File: src/assert_macros.svh
// ---------------------------------------------------------------------------
// Assertion macros shared by the label select and relabel block.
// ---------------------------------------------------------------------------
`ifndef ASSERT_MACROS_SVH
`define ASSERT_MACROS_SVH

// Checked on every rising edge outside reset.
`define RLSR_ASSERT(name, clk, rst_n, prop, msg) \
    name: assert property (@(posedge clk) disable iff (!rst_n) prop) \
        else $error(msg);

// Checked on every rising edge, reset included.
`define RLSR_ASSERT_ALWAYS(name, clk, prop, msg) \
    name: assert property (@(posedge clk) prop) \
        else $error(msg);

`endif

File: src/rlsr_pkg.sv
// ---------------------------------------------------------------------------
// rlsr_pkg
// Types, sizes, command codes and helpers of the region label select block.
// ---------------------------------------------------------------------------
package rlsr_pkg;

    localparam int MAX_WIDTH   = 256;
    localparam int MAX_HEIGHT  = 256;
    localparam int MAX_SEL     = 16;
    localparam int LABEL_BITS  = 16;

    localparam int PIXELS      = MAX_WIDTH * MAX_HEIGHT;
    localparam int PIX_BITS    = $clog2(PIXELS);
    localparam int NPIX_BITS   = $clog2(PIXELS + 1);
    localparam int COL_BITS    = (MAX_WIDTH > 1) ? $clog2(MAX_WIDTH) : 1;
    localparam int ROW_BITS    = (MAX_HEIGHT > 1) ? $clog2(MAX_HEIGHT) : 1;
    localparam int CNT_BITS    = $clog2(MAX_SEL + 1);

    localparam int DIM_BITS    = 9;
    localparam int IDX_BITS    = 16;
    localparam int LVAL_BITS   = 16;
    localparam int COORD_BITS  = 10;
    localparam int SCOORD_BITS = COORD_BITS + 1;
    localparam int FILL_BITS   = 8;
    localparam int CMD_BITS    = 2;
    localparam int CFG_IDX_BITS = 1;

    typedef logic [PIX_BITS-1:0]   t_pix;
    typedef logic [NPIX_BITS-1:0]  t_npix;
    typedef logic [LABEL_BITS-1:0] t_label;
    typedef logic [DIM_BITS-1:0]   t_dim;
    typedef logic [FILL_BITS-1:0]  t_fill;
    typedef logic [CMD_BITS-1:0]   t_cmd;
    typedef logic [CNT_BITS-1:0]   t_cnt;
    typedef logic signed [COORD_BITS-1:0] t_coord;

    localparam t_cmd CMD_LOAD   = 2'd0;
    localparam t_cmd CMD_SELECT = 2'd1;
    localparam t_cmd CMD_CLEAR  = 2'd2;
    localparam t_cmd CMD_READ   = 2'd3;

    localparam logic [CFG_IDX_BITS-1:0] CFG_WIDTH  = 1'b0;
    localparam logic [CFG_IDX_BITS-1:0] CFG_HEIGHT = 1'b1;

    localparam t_dim DIM_RESET = DIM_BITS'(256);

    typedef struct packed {
        logic   work_we;
        logic   orig_we;
        t_pix   waddr;
        t_label wdata;
        t_pix   work_raddr;
        t_pix   orig_raddr;
    } t_lbl_req;

    typedef struct packed {
        logic  we;
        t_pix  waddr;
        t_fill wdata;
        t_pix  raddr;
    } t_mask_req;

    typedef struct packed {
        logic clr;
        logic ins;
    } t_set_ctl;

    typedef struct packed {
        logic hit;
        logic ovf;
        logic count_nz;
    } t_set_stat;

    // Zero counts as one; larger values saturate at the maximum.
    function automatic t_dim clamp_dim(input t_dim v, input t_dim vmax);
        t_dim res;
        if (v == '0) begin
            res = t_dim'(1);
        end else if (v > vmax) begin
            res = vmax;
        end else begin
            res = v;
        end
        return res;
    endfunction

endpackage

File: src/rlsr_label_set.sv
// ---------------------------------------------------------------------------
// rlsr_label_set
// Bounded set of selected labels with parallel membership test.
// ---------------------------------------------------------------------------
`include "assert_macros.svh"

module rlsr_label_set (
    input  logic                i_clk,
    input  logic                i_rst_n,
    input  rlsr_pkg::t_set_ctl  i_ctl,
    input  rlsr_pkg::t_label    i_label,
    output rlsr_pkg::t_set_stat o_stat
);
    import rlsr_pkg::*;

    t_label r_set [MAX_SEL];
    t_cnt   r_count;
    t_cnt   n_count;
    logic   r_ovf;
    logic   n_ovf;
    logic   hit;
    logic   ins_new;

    always_comb begin
        hit = 1'b0;
        for (int k = 0; k < MAX_SEL; k++) begin
            if ((t_cnt'(k) < r_count) && (r_set[k] == i_label)) begin
                hit = 1'b1;
            end
        end
    end

    assign ins_new = i_ctl.ins && (i_label != '0) && !hit;

    always_comb begin
        n_count = r_count;
        n_ovf   = r_ovf;
        if (i_ctl.clr) begin
            n_count = '0;
            n_ovf   = 1'b0;
        end else if (ins_new) begin
            if (r_count < t_cnt'(MAX_SEL)) begin
                n_count = r_count + t_cnt'(1);
            end else begin
                n_ovf = 1'b1;
            end
        end
    end

    always_ff @(posedge i_clk) begin
        if (!i_rst_n) begin
            r_count <= '0;
            r_ovf   <= 1'b0;
        end else begin
            r_count <= n_count;
            r_ovf   <= n_ovf;
        end
    end

    // The new label goes into the first free slot.
    always_ff @(posedge i_clk) begin
        for (int k = 0; k < MAX_SEL; k++) begin
            if (!i_ctl.clr && ins_new && (r_count == t_cnt'(k))) begin
                r_set[k] <= i_label;
            end
        end
    end

    assign o_stat.hit      = hit;
    assign o_stat.ovf      = r_ovf;
    assign o_stat.count_nz = (r_count != '0);

    `RLSR_ASSERT(a_count_bound, i_clk, i_rst_n, r_count <= t_cnt'(MAX_SEL), "set count too large")
    `RLSR_ASSERT(a_ovf_full, i_clk, i_rst_n, r_ovf |-> (r_count == t_cnt'(MAX_SEL)), "overflow with room left")
    `RLSR_ASSERT(a_clr_empties, i_clk, i_rst_n, i_ctl.clr |=> ((r_count == '0) && !r_ovf), "set not cleared")

endmodule

File: config.mk
export PLATFORM = sky130hd
export DESIGN_NAME = rlsr_label_set
export DESIGN_NICKNAME = d
export VERILOG_FILES = /design/src/rlsr_pkg.sv /design/src/rlsr_label_set.sv
export VERILOG_INCLUDE_DIRS = /design/src /design/src/src
export SDC_FILE = /design/constraint.sdc
export NUM_CORES = 1
export LEC_CHECK = 0
export BUFFER_PORTS_ARGS = -buffer_cell sky130_fd_sc_hd__buf_4
export CAP_MARGIN = 0
export CORE_MARGIN = 8
export CORE_UTILIZATION = 45
export CTS_BUF_LIST = sky130_fd_sc_hd__clkbuf_4 sky130_fd_sc_hd__clkbuf_8 sky130_fd_sc_hd__clkbuf_16
export DETAILED_ROUTE_END_ITERATION = 16
export GPL_TIMING_DRIVEN = 0
export HOLD_SLACK_MARGIN = 0.15
export PLACE_DENSITY = 0.61
export SLEW_MARGIN = 10
export SYNTH_ARGS = -nofsm -noshare
export SYNTH_HDL_FRONTEND = slang
export SYNTH_SLANG_ARGS = --single-unit
File: constraint.sdc
create_clock -name i_clk -period 4.6 [get_ports i_clk]
set_clock_uncertainty 0.2 [all_clocks]
set_input_delay 0.46 -clock i_clk [delete_from_list [all_inputs] [get_ports i_clk]]
set_output_delay 0.46 -clock i_clk [all_outputs]
set_load 0.02 [all_outputs]
==> flow_summary.ini <==
[sta]
drv_slew = 0
fmax_ghz = 0.2257
finalSetupViolations = 0
post-route-period-util_pct = 96.34
tightest_slew_ns = 1.040
post-route-min-period_ns = 4.432
hold_slack_ns = 0.1673
rsz0062_at_grt = no
fin_ws_ns = 0.1684
finalHoldViolCount = 0
max-slew-margin-rel_pct = 30.00
setup_total_negative_slack_ns = 0

[final_layout]
layout_common_cells = edfxtp_1, xnor2_1, xor2_1, nand4_1, buf_4
nFillCells = 2026
drive_gt1_share_pct = 16.15
fin_cells = 1172
multi_input_area_um2 = 3401
nets = 845
antennaDiodeCount = 0
syn_to_final_growth_pct = 14.84
layout_commonest_cell = edfxtp_1
fin_area_um2 = 13250
ff_latch_area_um2 = 7807
fin_util_pct = 52.60

[detailed_routing]
wl_per_cell_um = 25.79
first_pass_iters = 5
drtIter0Drc = 622
remaining_drc_errors = 0
via_count = 6449
viasPerCell = 5.503
wl_um = 30230
ant_nets = 0

[clocking]
cts.clk_slew.worst_paths_ns = 0.06
postCtsHoldBufs = 12
cts_setup_buffers = 0
cts_root_buf = clkbuf_16
cts_tree = built
ctsLongestPathBuffers = 3
cts.sinks = 262
cts_max_level = 1
clkLatencyLatePin_ns = 0.53
cts_resized = 0
cts_made_buffers = 27

[logic_synthesis]
ys_seq_area_share_pct = 67.69
ys_warn_count = 0
synth_seq_cells = 262
synth_area_um2 = 11530
syn_nets = 768
synth_cells = 745
avgSynthCellArea_um2 = 15.48
synth_top_cell_by_area = edfxtp_1
yosys-top-cells-area = edfxtp_1, xnor2_1, xor2_1, nand4_1, nor4_1
yosysTopAreaCellShare_pct = 66.64
synth_cell_types = 41

[die]
fp.dieArea_um2 = 31010
rows = 58
core_area_um2 = 25180
die_h_um = 176.1
io_pins = 23
die_w_um = 176.1
initial_core_util_pct = 45.81

[pwr]
p_total_mw = 5.078
power_leakage_nw = 4.135
peakVddDrop_mv = 0.3267
power_per_cell_area_nw_per_um2 = 383.4

[global_route]
antenna_found_initial = 2
grt_pass1_vias = 6505
track_usage_pct = 19.51
grt_overflow = 0
grt_max_degree = 18
grt_pass1_wl_um = 44080

[worst_hold_path]
hold_class = input pin to flip-flop

[placed_design]
routabilityCongestion = 0.9235
io_buffers = 22
dp_worst_setup_slack_ns = 0.1690
placed_cells = 1111
placed_area_um2 = 12270
hpwl_um = 17870

[worst_setup_path]
worstPathArrival_ns = 3.77
start_kind = input pin
worstSetupPathType = input pin to primary output
cp_data_required_time_ns = 3.94
cp-end-kind = primary output
worst-path-max-fanout = 17

[job]
cap_viol_max_count = 0

[run_status]
status = finished, final reports clean
==> cell families after synthesis <==
family / count (synthesis) / synth area share (%)
compound gates: 24 / 1.486
xor+xnor: 256 / 19.44
fa+ha+maj: 3 / 0.3254
buf+inv: 46 / 3.428
flops: 262 / 67.69
mux: 2 / 0.1736
simple gates: 152 / 7.463
==> Yosys cell counts, drive strengths merged <==
library cell / n
a21oi: 7
a22oi: 1
a2bb2oi: 1
a31oi: 1
a32oi: 2
and2: 2
and3: 1
and4: 1
buf: 37
clkbuf: 4
clkinv: 1
dfxtp: 6
edfxtp: 256
ha: 3
inv: 4
mux2i: 2
nand2: 23
nand2b: 6
nand3: 6
nand3b: 1
nand4: 50
nor2: 16
nor2b: 1
nor3: 7
nor4: 36
o2111a: 1
o2111ai: 2
o21ai: 4
o311a: 1
o311ai: 1
o31ai: 2
o32a: 1
or2: 2
xnor2: 187
xor2: 69
==> path summary, 6_finish.rpt <==
path / startpoint / end / slack (ns) / depth (start not counted)
worst max-delay path: i_label[2] / o_stat[2] / 0.17 / 13
worst min-delay path: i_label[3] / r_set[1][19] / 0.17 / 1
worst max register to register: r_count[4] / r_set[0][91] / 1.06 / 10
worst min register to register: r_ovf / r_ovf / 0.27 / 2
==> power by group <==
part           switching, mW  internal (mW)  total (mW)
clock                  0.876           1.23        2.10
combinational          0.219          0.123       0.342
sequential           0.00484           2.63        2.63
total                   1.10           3.98        5.08
==> registers in the layout, summed over array words and instances, names as in the netlist <==
| register | cells |
|---|---|
| r_count | 5 |
| r_ovf | 1 |
| r_set | 256 |
==> area by class of cell <==
class                   count  share of cell area [%]
multi-input cells         437                   25.67
repair buffers             48                   2.881
clock inverters            15                  0.9068
clock buffers              34                   5.497
plain buffers              41                   2.805
well taps                 330                   3.117
flip-flops and latches    262                   58.94
inverters                   5                  0.1795
==> metal layers <==
layer | global-route usage, % | vias up | share of wire (%)
li1 | - | 2881 | -
met5 | 0 | - | 0
met3 | 2.008 | 36 | 5.5
met1 | 26.80 | 3335 | 44
met2 | 33.29 | 197 | 49
met4 | 3.744 | 0 | 1.3
==> critical path, cell delays in order <==
cell and delay, ns:
dlygate4sd3_1 0.53, buf_4 0.32, buf_4 0.30, xnor2_1 0.15, nand4_1 0.12, nor4_1 0.85
o21ai_0 0.26, o311a_1 0.16, and3_1 0.19, buf_6 0.14, clkinv_4 0.06, buf_4 0.10
buf_4 0.13
No activity file was read; power rests on OpenSTA's default activity.
